==> config.mk <==
export PLATFORM = sky130hd
export DESIGN_NAME = cascaded_trimmed_mean_range_filter_flat
export DESIGN_NICKNAME = d
export VERILOG_FILES = /design/src/design/ctmr_pkg.sv /design/src/design/ctmr_if.sv /design/src/design/cascaded_trimmed_mean_range_filter.sv /design/src/flat_wrapper.sv
export SDC_FILE = /design/constraint.sdc
export NUM_CORES = 1
export LEC_CHECK = 0
export CORE_ASPECT_RATIO = 0.75
export CORE_MARGIN = 4
export CORE_UTILIZATION = 34
export CTS_CLUSTER_SIZE = 14
export DETAILED_ROUTE_END_ITERATION = 10
export DONT_BUFFER_PORTS = 1
export PLACE_DENSITY = 0.58
export SYNTH_ARGS = -nofsm -noshare
export SYNTH_HDL_FRONTEND = slang
export SYNTH_SLANG_ARGS = --single-unit
==> constraint.sdc <==
create_clock -name clk -period 16.9 [get_ports clk]
set_input_delay 3.38 -clock clk [delete_from_list [all_inputs] [get_ports clk]]
set_output_delay 3.38 -clock clk [all_outputs]
set_load 0.02 [all_outputs]
==> src/design/ctmr_pkg.sv <==
package ctmr_pkg;

    localparam int DATA_W      = 16;
    localparam int APB_ADDR_W  = 3;
    localparam int APB_DATA_W  = 32;
    localparam int REG_IDX_W   = APB_ADDR_W - 2;
    localparam int DIVIDEND_W  = 2 * DATA_W;
    localparam int DIV_CNT_W   = $clog2(DIVIDEND_W);

    localparam logic [REG_IDX_W-1:0] REG_RAY_LENGTH  = 1'b0;
    localparam logic [DATA_W-1:0]    RAY_LENGTH_INIT = 16'd1000;
    localparam logic [DATA_W-1:0]    METRIC_MAX      = 16'hFFFF;

    typedef enum logic [5:0] {
        ST_IDLE = 6'b000001,
        ST_ACC  = 6'b000010,
        ST_SUB  = 6'b000100,
        ST_DIV  = 6'b001000,
        ST_NEXT = 6'b010000,
        ST_EMIT = 6'b100000
    } state_t;

    typedef enum logic [2:0] {
        OP_PTRIM,
        OP_OTRIM,
        OP_PMEAN,
        OP_OMEAN,
        OP_PMET,
        OP_OMET
    } div_op_t;

endpackage

==> src/design/ctmr_if.sv <==
interface ctmr_in_if;
    import ctmr_pkg::*;

    logic              valid;
    logic              ready;
    logic              moved;
    logic [DATA_W-1:0] dist_a;
    logic [DATA_W-1:0] dist_b;
    logic [DATA_W-1:0] dist_c;

    modport source (output valid, output moved, output dist_a, output dist_b,
                    output dist_c, input ready);
    modport sink   (input valid, input moved, input dist_a, input dist_b,
                    input dist_c, output ready);
endinterface

interface ctmr_out_if;
    import ctmr_pkg::*;

    logic              valid;
    logic              ready;
    logic [DATA_W-1:0] pess_radius;
    logic [DATA_W-1:0] opt_radius;
    logic [DATA_W-1:0] pess_metric;
    logic [DATA_W-1:0] opt_metric;

    modport source (output valid, output pess_radius, output opt_radius,
                    output pess_metric, output opt_metric, input ready);
    modport sink   (input valid, input pess_radius, input opt_radius,
                    input pess_metric, input opt_metric, output ready);
endinterface

==> src/design/cascaded_trimmed_mean_range_filter.sv <==
// A tick that does not close a phase block leaves ready high. A tick closing one adds a pass over the
// PHASES entries and two trim divisions; closing a run adds a pass over the SMOOTH_DEPTH entries, two
// mean and two metric divisions (metric ones skipped at zero ray_length) and any wait for the output
// register. One 32-step restoring divider does every division in turn. Throughput: one word per
// cycle while no block closes, and the next word is taken while a result waits for the receiver.
// Reset (rst_n, asynchronous, low) sets ray_length to 1000 and starts a run; buffers are unreset.
module cascaded_trimmed_mean_range_filter #(
    parameter int PHASES       = 4,
    parameter int SMOOTH_DEPTH = 4
) (
    input  logic                             clk,
    input  logic                             rst_n,
    ctmr_in_if.sink                          in_ch,
    ctmr_out_if.source                       out_ch,
    input  logic                             psel,
    input  logic                             penable,
    input  logic                             pwrite,
    input  logic [ctmr_pkg::APB_ADDR_W-1:0]  paddr,
    input  logic [ctmr_pkg::APB_DATA_W-1:0]  pwdata,
    output logic [ctmr_pkg::APB_DATA_W-1:0]  prdata,
    output logic                             pready
);
    import ctmr_pkg::*;

    localparam int PW   = $clog2(PHASES);
    localparam int SW   = (SMOOTH_DEPTH > 1) ? $clog2(SMOOTH_DEPTH) : 1;
    localparam int MAXN = (PHASES > SMOOTH_DEPTH) ? PHASES : SMOOTH_DEPTH;
    localparam int KW   = $clog2(MAXN);
    localparam int SUMW = DATA_W + KW;

    localparam logic [PW-1:0]        PHASE_LAST  = PW'(PHASES - 1);
    localparam logic [SW-1:0]        SMOOTH_LAST = SW'(SMOOTH_DEPTH - 1);
    localparam logic [KW-1:0]        K_PH_LAST   = KW'(PHASES - 1);
    localparam logic [KW-1:0]        K_SM_LAST   = KW'(SMOOTH_DEPTH - 1);
    localparam logic [DATA_W-1:0]    TRIM_DIV    = DATA_W'(PHASES - 1);
    localparam logic [DATA_W-1:0]    MEAN_DIV    = DATA_W'(SMOOTH_DEPTH);
    localparam logic [DIV_CNT_W-1:0] DIV_LAST    = DIV_CNT_W'(DIVIDEND_W - 1);

    // Phase and smoothing buffers.
    logic [DATA_W-1:0] pph_mem [PHASES];
    logic [DATA_W-1:0] oph_mem [PHASES];
    logic [DATA_W-1:0] psm_mem [SMOOTH_DEPTH];
    logic [DATA_W-1:0] osm_mem [SMOOTH_DEPTH];

    state_t                  state_reg, state_next;
    div_op_t                 op_reg, op_next;
    logic [DATA_W-1:0]       ray_length_reg;
    logic                    run_active_reg, run_active_next;
    logic [PW-1:0]           phase_count_reg, phase_count_next;
    logic [SW-1:0]           smooth_count_reg, smooth_count_next;
    logic                    acc_smooth_reg, acc_smooth_next;
    logic [KW-1:0]           k_reg, k_next;
    logic [SUMW-1:0]         sum_p_reg, sum_p_next;
    logic [SUMW-1:0]         sum_o_reg, sum_o_next;
    logic [DATA_W-1:0]       ext_p_reg, ext_p_next;
    logic [DATA_W-1:0]       ext_o_reg, ext_o_next;
    logic [DATA_W-1:0]       rem_reg, rem_next;
    logic [DIVIDEND_W-1:0]   dq_reg, dq_next;
    logic [DATA_W-1:0]       divisor_reg, divisor_next;
    logic [DIV_CNT_W-1:0]    cnt_reg, cnt_next;
    logic [DATA_W-1:0]       hold_reg, hold_next;
    logic [DATA_W-1:0]       pr_reg, pr_next;
    logic [DATA_W-1:0]       or_reg, or_next;
    logic [DATA_W-1:0]       pm_reg, pm_next;
    logic                    out_valid_reg, out_valid_next;
    logic [DATA_W-1:0]       out_pr_reg, out_or_reg, out_pm_reg, out_om_reg;
    logic                    out_load;

    logic                    in_fire;
    logic                    cfg_wr;
    logic                    wr_phase, wr_smooth;
    logic [DATA_W-1:0]       ra, rb, rc, max3, min3;
    logic [DATA_W+1:0]       sum3;
    logic [DATA_W-1:0]       tick_pess, tick_opt;
    logic [DATA_W-1:0]       ent_p, ent_o;
    logic                    acc_last;
    logic [DATA_W:0]         rem_sh, diff;
    logic                    take;
    logic [DATA_W-1:0]       q16, q_sat;
    logic                    div_start;
    logic [DIVIDEND_W-1:0]   div_dividend;
    logic [DATA_W-1:0]       div_divisor;
    div_op_t                 div_op;

    assign in_fire     = in_ch.valid && in_ch.ready;
    assign in_ch.ready = (state_reg == ST_IDLE);

    assign cfg_wr = psel && penable && pwrite
                    && (paddr[APB_ADDR_W-1:2] == REG_RAY_LENGTH);
    assign pready = 1'b1;
    assign prdata = (paddr[APB_ADDR_W-1:2] == REG_RAY_LENGTH)
                    ? {{(APB_DATA_W - DATA_W){1'b0}}, ray_length_reg} : '0;

    assign out_ch.valid       = out_valid_reg;
    assign out_ch.pess_radius = out_pr_reg;
    assign out_ch.opt_radius  = out_or_reg;
    assign out_ch.pess_metric = out_pm_reg;
    assign out_ch.opt_metric  = out_om_reg;

    // Per-tick pair: drop the largest reading for the pessimistic value, the smallest for
    // the optimistic one, then halve.
    always_comb
    begin
        ra   = (in_ch.dist_a > ray_length_reg) ? ray_length_reg : in_ch.dist_a;
        rb   = (in_ch.dist_b > ray_length_reg) ? ray_length_reg : in_ch.dist_b;
        rc   = (in_ch.dist_c > ray_length_reg) ? ray_length_reg : in_ch.dist_c;
        sum3 = (DATA_W+2)'(ra) + (DATA_W+2)'(rb) + (DATA_W+2)'(rc);
        max3 = (ra > rb) ? ra : rb;
        max3 = (rc > max3) ? rc : max3;
        min3 = (ra < rb) ? ra : rb;
        min3 = (rc < min3) ? rc : min3;
        tick_pess = DATA_W'((sum3 - (DATA_W+2)'(max3)) >> 1);
        tick_opt  = DATA_W'((sum3 - (DATA_W+2)'(min3)) >> 1);
    end

    assign ent_p    = acc_smooth_reg ? psm_mem[k_reg[SW-1:0]] : pph_mem[k_reg[PW-1:0]];
    assign ent_o    = acc_smooth_reg ? osm_mem[k_reg[SW-1:0]] : oph_mem[k_reg[PW-1:0]];
    assign acc_last = acc_smooth_reg ? (k_reg == K_SM_LAST) : (k_reg == K_PH_LAST);

    // One restoring step of the shared divider.
    assign rem_sh = {rem_reg, dq_reg[DIVIDEND_W-1]};
    assign diff   = rem_sh - {1'b0, divisor_reg};
    assign take   = !diff[DATA_W];
    assign q16    = dq_reg[DATA_W-1:0];
    assign q_sat  = (|dq_reg[DIVIDEND_W-1:DATA_W]) ? METRIC_MAX : q16;

    always_comb
    begin
        state_next        = state_reg;
        op_next           = op_reg;
        run_active_next   = run_active_reg;
        phase_count_next  = phase_count_reg;
        smooth_count_next = smooth_count_reg;
        acc_smooth_next   = acc_smooth_reg;
        k_next            = k_reg;
        sum_p_next        = sum_p_reg;
        sum_o_next        = sum_o_reg;
        ext_p_next        = ext_p_reg;
        ext_o_next        = ext_o_reg;
        rem_next          = rem_reg;
        dq_next           = dq_reg;
        divisor_next      = divisor_reg;
        cnt_next          = cnt_reg;
        hold_next         = hold_reg;
        pr_next           = pr_reg;
        or_next           = or_reg;
        pm_next           = pm_reg;
        out_valid_next    = out_valid_reg && !out_ch.ready;
        out_load          = 1'b0;
        wr_phase          = 1'b0;
        wr_smooth         = 1'b0;
        div_start         = 1'b0;
        div_dividend      = '0;
        div_divisor       = TRIM_DIV;
        div_op            = OP_PTRIM;

        case (state_reg)
            ST_IDLE:
            begin
                if (in_fire && (in_ch.moved || run_active_reg))
                begin
                    run_active_next = 1'b1;
                    wr_phase        = 1'b1;
                    if (phase_count_reg == PHASE_LAST)
                    begin
                        phase_count_next = '0;
                        acc_smooth_next  = 1'b0;
                        k_next           = '0;
                        state_next       = ST_ACC;
                    end
                    else
                    begin
                        phase_count_next = phase_count_reg + 1'b1;
                    end
                end
            end
            ST_ACC:
            begin
                if (k_reg == '0)
                begin
                    sum_p_next = SUMW'(ent_p);
                    sum_o_next = SUMW'(ent_o);
                    ext_p_next = ent_p;
                    ext_o_next = ent_o;
                end
                else
                begin
                    sum_p_next = sum_p_reg + SUMW'(ent_p);
                    sum_o_next = sum_o_reg + SUMW'(ent_o);
                    ext_p_next = (ent_p > ext_p_reg) ? ent_p : ext_p_reg;
                    ext_o_next = (ent_o < ext_o_reg) ? ent_o : ext_o_reg;
                end
                if (acc_last)
                begin
                    state_next = ST_SUB;
                end
                else
                begin
                    k_next = k_reg + 1'b1;
                end
            end
            ST_SUB:
            begin
                div_start = 1'b1;
                if (acc_smooth_reg)
                begin
                    div_dividend = DIVIDEND_W'(sum_p_reg);
                    div_divisor  = MEAN_DIV;
                    div_op       = OP_PMEAN;
                end
                else
                begin
                    div_dividend = DIVIDEND_W'(sum_p_reg - SUMW'(ext_p_reg));
                    div_divisor  = TRIM_DIV;
                    div_op       = OP_PTRIM;
                    sum_o_next   = sum_o_reg - SUMW'(ext_o_reg);
                end
            end
            ST_DIV:
            begin
                rem_next = take ? diff[DATA_W-1:0] : rem_sh[DATA_W-1:0];
                dq_next  = {dq_reg[DIVIDEND_W-2:0], take};
                cnt_next = cnt_reg + 1'b1;
                if (cnt_reg == DIV_LAST)
                begin
                    state_next = ST_NEXT;
                end
            end
            ST_NEXT:
            begin
                case (op_reg)
                    OP_PTRIM:
                    begin
                        hold_next    = q16;
                        div_start    = 1'b1;
                        div_dividend = DIVIDEND_W'(sum_o_reg);
                        div_divisor  = TRIM_DIV;
                        div_op       = OP_OTRIM;
                    end
                    OP_OTRIM:
                    begin
                        wr_smooth = 1'b1;
                        if (smooth_count_reg == SMOOTH_LAST)
                        begin
                            smooth_count_next = '0;
                            acc_smooth_next   = 1'b1;
                            k_next            = '0;
                            state_next        = ST_ACC;
                        end
                        else
                        begin
                            smooth_count_next = smooth_count_reg + 1'b1;
                            state_next        = ST_IDLE;
                        end
                    end
                    OP_PMEAN:
                    begin
                        pr_next      = q16;
                        div_start    = 1'b1;
                        div_dividend = DIVIDEND_W'(sum_o_reg);
                        div_divisor  = MEAN_DIV;
                        div_op       = OP_OMEAN;
                    end
                    OP_OMEAN:
                    begin
                        or_next = q16;
                        // A zero ray length gives zero metrics without dividing.
                        if (ray_length_reg == '0)
                        begin
                            pm_next    = '0;
                            hold_next  = '0;
                            state_next = ST_EMIT;
                        end
                        else
                        begin
                            div_start    = 1'b1;
                            div_dividend = {pr_reg, {DATA_W{1'b0}}};
                            div_divisor  = ray_length_reg;
                            div_op       = OP_PMET;
                        end
                    end
                    OP_PMET:
                    begin
                        pm_next      = q_sat;
                        div_start    = 1'b1;
                        div_dividend = {or_reg, {DATA_W{1'b0}}};
                        div_divisor  = ray_length_reg;
                        div_op       = OP_OMET;
                    end
                    OP_OMET:
                    begin
                        hold_next  = q_sat;
                        state_next = ST_EMIT;
                    end
                    default:
                    begin
                        state_next = ST_IDLE;
                    end
                endcase
            end
            ST_EMIT:
            begin
                if (!out_valid_reg || out_ch.ready)
                begin
                    out_load        = 1'b1;
                    out_valid_next  = 1'b1;
                    run_active_next = 1'b0;
                    state_next      = ST_IDLE;
                end
            end
            default:
            begin
                state_next = ST_IDLE;
            end
        endcase

        if (div_start)
        begin
            dq_next      = div_dividend;
            rem_next     = '0;
            divisor_next = div_divisor;
            cnt_next     = '0;
            op_next      = div_op;
            state_next   = ST_DIV;
        end
    end

    always_ff @(posedge clk or negedge rst_n)
    begin
        if (!rst_n)
        begin
            state_reg        <= ST_IDLE;
            op_reg           <= OP_PTRIM;
            ray_length_reg   <= RAY_LENGTH_INIT;
            run_active_reg   <= 1'b1;
            phase_count_reg  <= '0;
            smooth_count_reg <= '0;
            acc_smooth_reg   <= 1'b0;
            k_reg            <= '0;
            cnt_reg          <= '0;
            out_valid_reg    <= 1'b0;
        end
        else
        begin
            state_reg        <= state_next;
            op_reg           <= op_next;
            run_active_reg   <= run_active_next;
            phase_count_reg  <= phase_count_next;
            smooth_count_reg <= smooth_count_next;
            acc_smooth_reg   <= acc_smooth_next;
            k_reg            <= k_next;
            cnt_reg          <= cnt_next;
            out_valid_reg    <= out_valid_next;
            if (cfg_wr)
            begin
                ray_length_reg <= pwdata[DATA_W-1:0];
            end
        end
    end

    always_ff @(posedge clk)
    begin
        sum_p_reg   <= sum_p_next;
        sum_o_reg   <= sum_o_next;
        ext_p_reg   <= ext_p_next;
        ext_o_reg   <= ext_o_next;
        rem_reg     <= rem_next;
        dq_reg      <= dq_next;
        divisor_reg <= divisor_next;
        hold_reg    <= hold_next;
        pr_reg      <= pr_next;
        or_reg      <= or_next;
        pm_reg      <= pm_next;
        if (out_load)
        begin
            out_pr_reg <= pr_reg;
            out_or_reg <= or_reg;
            out_pm_reg <= pm_reg;
            out_om_reg <= hold_reg;
        end
        if (wr_phase)
        begin
            pph_mem[phase_count_reg] <= tick_pess;
            oph_mem[phase_count_reg] <= tick_opt;
        end
        if (wr_smooth)
        begin
            psm_mem[smooth_count_reg] <= hold_reg;
            osm_mem[smooth_count_reg] <= q16;
        end
    end

    // A result only appears as its run closes.
    a_result_ends_run: assert property (@(posedge clk) disable iff (!rst_n)
        $rose(out_valid_reg) |-> !run_active_reg)
        else $error("result raised while the run is still active");

    // Every pessimistic value is at most its optimistic partner, so the order survives the
    // trimmed and plain means.
    a_radius_order: assert property (@(posedge clk) disable iff (!rst_n)
        out_valid_reg |-> (out_pr_reg <= out_or_reg))
        else $error("pessimistic radius exceeds optimistic radius");

    a_phase_close: assert property (@(posedge clk) disable iff (!rst_n)
        (in_fire && (in_ch.moved || run_active_reg) && (phase_count_reg == PHASE_LAST))
        |=> (state_reg == ST_ACC))
        else $error("closing tick of a phase block did not start accumulation");

    a_idle_tick: assert property (@(posedge clk) disable iff (!rst_n)
        (in_fire && !in_ch.moved && !run_active_reg)
        |=> ($stable(phase_count_reg) && $stable(smooth_count_reg) && !run_active_reg))
        else $error("idle tick changed the filter state");

endmodule
==> src/flat_wrapper.sv <==
// flat-port wrapper written by rule: the top's interface ports become plain ports
module cascaded_trimmed_mean_range_filter_flat import ctmr_pkg::*;
#(
    parameter int PHASES       = 4,
    parameter int SMOOTH_DEPTH = 4
)
  (clk, rst_n, psel, penable, pwrite, paddr, pwdata, prdata, pready, in_ch_valid, in_ch_moved, in_ch_dist_a, in_ch_dist_b, in_ch_dist_c, in_ch_ready, out_ch_valid, out_ch_pess_radius, out_ch_opt_radius, out_ch_pess_metric, out_ch_opt_metric, out_ch_ready);
  ctmr_in_if in_ch_i ();
  ctmr_out_if out_ch_i ();
  input  logic clk;
  input  logic rst_n;
  input  logic psel;
  input  logic penable;
  input  logic pwrite;
  input  logic [ctmr_pkg::APB_ADDR_W-1:0] paddr;
  input  logic [ctmr_pkg::APB_DATA_W-1:0] pwdata;
  output logic [ctmr_pkg::APB_DATA_W-1:0] prdata;
  output logic pready;
  input wire logic [$bits(in_ch_i.valid)-1:0] in_ch_valid;
  input wire logic [$bits(in_ch_i.moved)-1:0] in_ch_moved;
  input wire logic [$bits(in_ch_i.dist_a)-1:0] in_ch_dist_a;
  input wire logic [$bits(in_ch_i.dist_b)-1:0] in_ch_dist_b;
  input wire logic [$bits(in_ch_i.dist_c)-1:0] in_ch_dist_c;
  output wire logic [$bits(in_ch_i.ready)-1:0] in_ch_ready;
  output wire logic [$bits(out_ch_i.valid)-1:0] out_ch_valid;
  output wire logic [$bits(out_ch_i.pess_radius)-1:0] out_ch_pess_radius;
  output wire logic [$bits(out_ch_i.opt_radius)-1:0] out_ch_opt_radius;
  output wire logic [$bits(out_ch_i.pess_metric)-1:0] out_ch_pess_metric;
  output wire logic [$bits(out_ch_i.opt_metric)-1:0] out_ch_opt_metric;
  input wire logic [$bits(out_ch_i.ready)-1:0] out_ch_ready;
  assign in_ch_i.valid = in_ch_valid;
  assign in_ch_i.moved = in_ch_moved;
  assign in_ch_i.dist_a = in_ch_dist_a;
  assign in_ch_i.dist_b = in_ch_dist_b;
  assign in_ch_i.dist_c = in_ch_dist_c;
  assign in_ch_ready = in_ch_i.ready;
  assign out_ch_valid = out_ch_i.valid;
  assign out_ch_pess_radius = out_ch_i.pess_radius;
  assign out_ch_opt_radius = out_ch_i.opt_radius;
  assign out_ch_pess_metric = out_ch_i.pess_metric;
  assign out_ch_opt_metric = out_ch_i.opt_metric;
  assign out_ch_i.ready = out_ch_ready;
  cascaded_trimmed_mean_range_filter #(.PHASES(PHASES), .SMOOTH_DEPTH(SMOOTH_DEPTH)) u_core (.clk(clk), .rst_n(rst_n), .in_ch(in_ch_i), .out_ch(out_ch_i), .psel(psel), .penable(penable), .pwrite(pwrite), .paddr(paddr), .pwdata(pwdata), .prdata(prdata), .pready(pready));
endmodule
==> summary.txt, run 1 <==
Seq cells post-synth = 555
Clock Tree Root = clkbuf_16
RSZ-0062 raised after global routing = false
Initial antenna violation count = 8
Fraction of registers with async set/reset = 0.0703
Status = completed
Site Rows = 96
Top_reg_cell synth = edfxtp_1
Worst slew pin tran = 1.13 ns
Slew HR = 0.241
Global-route wire length before repair = 129000 µm
DR vias/cell = 5.30
Crit. End Element = flip-flop
Die Span Y = 272 µm
WL/cell = 22.3 µm
Avg Inst Size Synth = 12.3 µm²
Top cell by count, worst path = o21ai_0
GR Overflow Total = 0
Final clock skew = 0.0558 ns
Die X = 360 µm
Starting Density = 0.344
DRC viols = 0
Worst-Skew Late Latency = 0.65 ns
Number of synthesized flops with an enable pin = 500
Share of layout cells above drive strength 1 = 0.115
Required @ worst endpoint = 17.31 ns
Largest net degree at the start of global routing = 65
Post-DP HPWL = 64400 µm
Synth cell types = 88
Critical path's largest stage delay = 0.95 ns
Final Hold Viols = 0
Sequential share of the synthesized area = 0.517
Setup CP Type = in2reg
Resized cells post-CTS = 0
Max cap viols = 0
Final Max Slew Viols = 0
Worst r2r src = u_core.ray_length_reg[15]$_DFFE_PN0P_
CTS tree = yes
WP depth = 39
Reg2reg setup slack = 5.34 ns
Critical Path Start Type = primary input
CTS max path bufs = 3
Hold Buf Count CTS = 0
Layout area overhead = 10.3%
Hold crit path type = reg2reg
CTS buffer count = 56
Vias = 20500
Minimum clock period = 13.57 ns
Crit-path leading delay family = compound AO/OA/AOI/OAI gates
RR Endpoint = u_core.pph_mem[1][15]$_DFFE_PP_
Critical path's slowest cell = o31ai_4
DR pass1 iterations = 7
CTS HTree Levels = 2
R2R cell count = 40
Core area = 0.0918 mm²
Achievable Freq = 73.7 MHz
Vias in the first global route = 20600
Crit path max fanout = 26
Setup violations, final = 0
Global Route Usage Sum = 0.172
Boundary Pins = 190
Yosys synthesis warning count = 0
Clk slew on worst S/H paths = 0.06 ns
CP bufs+invs = 4
Final Wtd Congestion = 0.903
CP Data Arrival Time = 13.98 ns
Mapped Cells = 2576
Initial DRC Count = 1561
CP endpoint = u_core.pph_mem[1][15]$_DFFE_PP_
# clock sinks = 555
Remaining antenna violation count = 0
Port-buffer cells = 0
Fin crit share = 0.803
Synth Cell Area = 0.0316 mm²
Area of the die = 0.0978 mm²
Routed wire length = 86300 µm
Setup TNS = 0 ns
Crit path from = in_ch_dist_a[15]
Layout Nets = 2974
Setup bufs post-CTS = 0
placed cells by master, fill, tap and decap left out, types with 18 or more instances in the layout:
master	Yosys	routed
xnor2_1	53	53
a21o_1	50	50
ha_1	264	263
nand2b_1	23	23
clkbuf_16	0	56
a211o_1	18	18
xor2_1	30	30
mux4_2	64	64
nor3_1	47	46
inv_1	202	202
mux2i_1	73	73
a21boi_0	24	24
nor2_1	188	187
nand4_1	23	23
nand3_1	31	31
dfrtp_1	31	28
nor2b_1	45	44
o21ai_0	124	124
buf_4	18	35
nand2_1	148	148
mux2_2	86	86
a22oi_1	18	18
fa_1	24	24
a21oi_1	132	131
edfxtp_1	500	500
synth_stat cells, types with 9 or more instances:
library cell / n / share of area
nor3_1: 47 / 0.0075
dfxtp_1: 16 / 0.010
and4_1: 10 / 0.0028
nor2_1: 188 / 0.022
buf_4: 18 / 0.0043
or3_1: 13 / 0.0026
buf_1: 9 / 0.0011
nand2_1: 148 / 0.018
a211o_1: 18 / 0.0050
dfrtp_1: 31 / 0.025
edfxtp_1: 500 / 0.48
a222oi_1: 9 / 0.0029
mux2_2: 86 / 0.031
a21boi_0: 24 / 0.0057
o21ai_0: 124 / 0.020
a21o_1: 50 / 0.012
o211ai_1: 13 / 0.0031
xnor2_1: 53 / 0.015
nor2b_1: 45 / 0.0089
xor2_1: 30 / 0.0083
nand2b_1: 23 / 0.0046
nand3_1: 31 / 0.0049
and3_1: 9 / 0.0018
o21a_1: 14 / 0.0033
o21bai_1: 16 / 0.0038
nand3b_1: 9 / 0.0021
inv_1: 202 / 0.024
a22oi_1: 18 / 0.0043
nand4_1: 23 / 0.0046
fa_1: 24 / 0.015
mux2i_1: 73 / 0.023
ha_1: 264 / 0.10
a211oi_1: 17 / 0.0040
mux4_2: 64 / 0.046
a31oi_1: 15 / 0.0030
clkbuf_1: 54 / 0.0064
nor4_1: 17 / 0.0034
a21oi_1: 132 / 0.021
and2_1: 13 / 0.0026
layer usage:
layer  part of all wire  global-route usage  vias to the layer above
li1                   -                   -                     9702
met2               0.44               0.268                      589
met1               0.45               0.235                    10000
met3              0.075              0.0474                      142
met5            0.00031                   0                        -
met4              0.031              0.0535                        4
logic make-up (layout without fill, tap and decap cells):
group / after synthesis / in the layout / synth area share
xor gates and xnor gates: 83 / 83 / 0.0230
adders and majority gates: 288 / 288 / 0.120
other: 2 / 21 / 0.000238
muxes: 223 / 223 / 0.0995
DFF: 555 / 555 / 0.517
buffers and inverters: 294 / 339 / 0.0378
and+or+nand+nor: 606 / 606 / 0.0936
AOI/OAI and AO/OA: 525 / 525 / 0.109
worst min path at each step:
stage | start | to | slack (ns) | cells past startpoint
after global placement | u_core.pm_reg[0]$_SDFFCE_PP0P_ | u_core.out_ch.pess_metric[0]$_DFFE_PP_ | 0.40 | 0
after CTS | u_core.pm_reg[14]$_SDFFCE_PP0P_ | u_core.out_ch.pess_metric[14]$_DFFE_PP_ | 0.40 | 0
final | u_core.pm_reg[14]$_SDFFCE_PP0P_ | u_core.out_ch.pess_metric[14]$_DFFE_PP_ | 0.40 | 0
after floorplan | u_core.pm_reg[0]$_SDFFCE_PP0P_ | u_core.out_ch.pess_metric[0]$_DFFE_PP_ | 0.40 | 0
after detailed placement | u_core.pm_reg[0]$_SDFFCE_PP0P_ | u_core.out_ch.pess_metric[0]$_DFFE_PP_ | 0.40 | 0
after global routing | u_core.pm_reg[0]$_SDFFCE_PP0P_ | u_core.out_ch.pess_metric[0]$_DFFE_PP_ | 0.43 | 0
through the flow:
step	instance area, µm²	worst slack (ns)	cells	hold slack (ns)	utilization
global route	34800	2.59	3862	0.429	0.379
global placement	33100	2.93	3762	0.404	0.360
floorplan	31600	5.13	2591	0.400	-
CTS	34800	3.38	3861	0.400	0.379
finish	34800	3.33	3865	0.405	0.380
detailed placement	33100	2.76	3762	0.405	0.360
area by class of cell:
type / instances / area [µm²]
clock buffer: 69 / 1450
clock inverter: 30 / 308
tap: 1225 / 1530
timing repair buffer: 35 / 263
sequential: 555 / 16300
inverter: 205 / 769
antenna: 4 / 10.0
fill: 8764 / 56900
multi-input combinational: 1742 / 14200
Power of run 1 is not shown: default switching activity piles up to over one toggle a cycle in this logic, so the estimate is an artifact.
==> run 2: changes to the inputs <==
- ABC_AREA: not set -> 1
- clock period: 16.9 -> 13 ns (I/O delays scaled with it)
==> run 2 against run 1 <==
  * First-iteration DRC count is 36% higher
  * Via count increased by 14%
  * Register-to-register slack got worse by 1.8 ns
  * Worst setup slack lost 0.62 ns
==> summary.txt, run 2 <==
Starting Density = 0.344 (about the same)
Final Hold Viols = 0 (unchanged)
Die Span Y = 272 µm (about the same)
CTS tree = yes (unchanged)
Final Wtd Congestion = 0.909 (was 0.903)
Setup violations, final = 0 (unchanged)
Hold crit path type = reg2reg (unchanged)
RSZ-0062 raised after global routing = false (unchanged)
Commonest non-fill, non-tap cell in the layout = nand2_1 (was edfxtp_1)
Area of the multi-input gates = 0.0135 mm² (was 0.0142 mm²)
GR Overflow Total = 0 (unchanged)
Max cap viols = 0 (unchanged)
Boundary Pins = 190 (unchanged)
Share of the synthesized area in the top cell type = 0.474 (was 0.476)
Share of layout cells above drive strength 1 = 0.0555 (was 0.115)
Site Rows = 96 (unchanged)
Synth area leader = edfxtp_1 (unchanged)
Crit path max fanout = 32 (was 26)
Clk slew on worst S/H paths = 0.06 ns (about the same)
Top cell by count, worst path = nand2_1 (was o21ai_0)
Post-Layout Cell Count = 4542 (was 3865)
Layout Nets = 3651 (was 2974)
DR vias/cell = 5.13 (was 5.30)
Post-DP HPWL = 65700 µm (was 64400 µm)
CTS buffer count = 53 (was 56)
Filler cells = 9130 (was 8764)
Remaining antenna violation count = 0 (unchanged)
Worst-Skew Late Latency = 0.64 ns (was 0.65 ns)
Most common cell in the synthesized netlist = nand2_1 (was edfxtp_1)
DRC viols = 0 (unchanged)
Reg2reg setup slack = 3.56 ns (was 5.34 ns)
Critical path's largest stage delay = 0.69 ns (was 0.95 ns)
Routed wire length = 88400 µm (was 86300 µm)
Dpl cell area = 0.0331 mm² (about the same)
Setup bufs post-CTS = 0 (unchanged)
Crit. End Element = flip-flop (unchanged)
Worst slew pin tran = 1.19 ns (was 1.13 ns)
Required @ worst endpoint = 13.39 ns (was 17.31 ns)
Slew HR = 0.208 (was 0.241)
Fraction of registers with async set/reset = 0.0703 (unchanged)
Achievable Freq = 97.1 MHz
CTS max path bufs = 3 (unchanged)
Layout area overhead = 9.88% (was 10.3%)
Yosys synthesis warning count = 0 (unchanged)
Synth top area cells = edfxtp_1 (47%), ha_1 (10%), nand2_1 (6.2%) (was edfxtp_1 (48%), ha_1 (10%), mux4_2 (4.6%))
Global-route wire length before repair = 134000 µm (was 129000 µm)
Vias in the first global route = 21400 (was 20600)
Final Instance Area = 0.0348 mm² (about the same)
Fin crit share = 0.792
Synth cell types = 66 (was 88)
Metal2 WL = 36000 µm (was 37900 µm)
Metal3 WL = 7640 µm (was 6510 µm)
Port-buffer cells = 0 (unchanged)
Initial antenna violation count = 2 (was 8)
Top_reg_cell synth = edfxtp_1 (unchanged)
# clock sinks = 555 (unchanged)
Avg Inst Size Synth = 9.63 µm² (was 12.3 µm²)
CP Data Arrival Time = 10.69 ns (was 13.98 ns)
Final clock skew = 0.0511 ns (was 0.0558 ns)
Most frequent cells in the layout = nand2_1 (522), edfxtp_1 (500), nor2_1 (384), inv_1 (364), o21ai_0 (330) (was edfxtp_1 (500), ha_1 (263), inv_1 (202), nor2_1 (187), nand2_1 (148))
Seq cells post-synth = 555 (unchanged)
Status = completed (unchanged)
Core area = 0.0920 mm² (was 0.0918 mm²)
DP Cell Count = 4442 (was 3762)
Synth Cell Area = 0.0317 mm² (was 0.0316 mm²)
Critical path's slowest cell = o21ai_0 (was o31ai_4)
Number of synthesized flops with an enable pin = 500 (unchanged)
Top Layer Used = met4 (was met5)
Hold Buf Count CTS = 0 (unchanged)
Initial DRC Count = 2119 (was 1561)
CTS HTree Levels = 2 (unchanged)
Clock Tree Root = clkbuf_16 (unchanged)
Global Route Usage Sum = 0.176 (was 0.172)
Sequential share of the synthesized area = 0.515 (was 0.517)
Setup CP Type = in2reg (unchanged)
Resized cells post-CTS = 0 (unchanged)
Minimum clock period = 10.30 ns
Vias = 23300 (was 20500)
Worst hold slack = 0.400 ns (was 0.405 ns)
Register Area = 0.0163 mm² (about the same)
Final Max Slew Viols = 0 (unchanged)
DR pass1 iterations = 6 (was 7)
Die X = 361 µm (was 360 µm)
Area of the die = 0.0982 mm² (was 0.0978 mm²)
Critical Path Start Type = primary input (unchanged)
WL/cell = 19.5 µm (was 22.3 µm)
M1 WL = 43600 µm (was 39200 µm)
Commonest cells in the netlist = nand2_1 (522), edfxtp_1 (500), nor2_1 (395), inv_1 (367), o21ai_0 (330) (was edfxtp_1 (500), ha_1 (264), inv_1 (202), nor2_1 (188), nand2_1 (148))
Setup TNS = 0 ns (unchanged)
Largest net degree at the start of global routing = 71 (was 65)
Mapped Cells = 3291 (was 2576)
==> run 2: cell families (layout without fill, tap and decap cells) <==
family / Yosys count / in the layout / share of synthesized area
and+or+nand+nor: 1087 / 1087 / 0.141
AOI/OAI and AO/OA: 783 / 783 / 0.142
DFF: 555 / 555 / 0.515
buffers and inverters: 503 / 513 / 0.0625
adders and majority gates: 288 / 288 / 0.119
xor gates and xnor gates: 73 / 73 / 0.0202
other: 2 / 18 / 0.000237
==> run 2: critical path: cells and delay by family <==
family,cells,cell delay [ns]
and+or+nand+nor,18,2.86
adders and majority gates,4,1.38
buffers and inverters,5,0.82
xor gates and xnor gates,1,0.29
AOI/OAI and AO/OA,15,2.70
==> run 2: final cells by class <==
cell class / instances / area share
flip-flops and latches: 555 / 0.469
inverters: 381 / 0.0411
multi-input cells: 2248 / 0.388
clock inverters: 32 / 0.0109
diodes: 1 / 0.0000719
clock buffers: 67 / 0.0396
well taps: 1225 / 0.0440
repair buffers: 33 / 0.00711
==> run 2: through the flow <==
step	setup slack, ns	util
final	2.70	0.378
after global routing	1.79	0.378
after CTS	2.76	0.378
after detailed placement	2.14	0.359
after global placement	2.20	0.359
after floorplan	3.51	-
==> run 2: per-layer routing <==
metal	GRT usage	vias up
li1	-	11400
met1	0.274	11100
met2	0.250	773
met3	0.0408	76
met4	0.0278	0
met5	0	-
==> run 2: worst paths after layout <==
path / startpoint / end / cells past startpoint
setup / recovery: in_ch_dist_a[15] / u_core.pph_mem[0][15]$_DFFE_PP_ / 43
hold / removal: u_core.pm_reg[5]$_SDFFCE_PP0P_ / u_core.out_ch.pess_metric[5]$_DFFE_PP_ / 0
setup reg to reg: u_core.ray_length_reg[3]$_DFFE_PN1P_ / u_core.pph_mem[0][15]$_DFFE_PP_ / 48
hold reg to reg: u_core.pm_reg[5]$_SDFFCE_PP0P_ / u_core.out_ch.pess_metric[5]$_DFFE_PP_ / 0
max in group asynchronous: rst_n / u_core.state_reg[0]$_DFFE_PN1P_ / 0
min in group asynchronous: rst_n / u_core.ray_length_reg[0]$_DFFE_PN0P_ / 0
Power of run 2 is left out for the same reason.
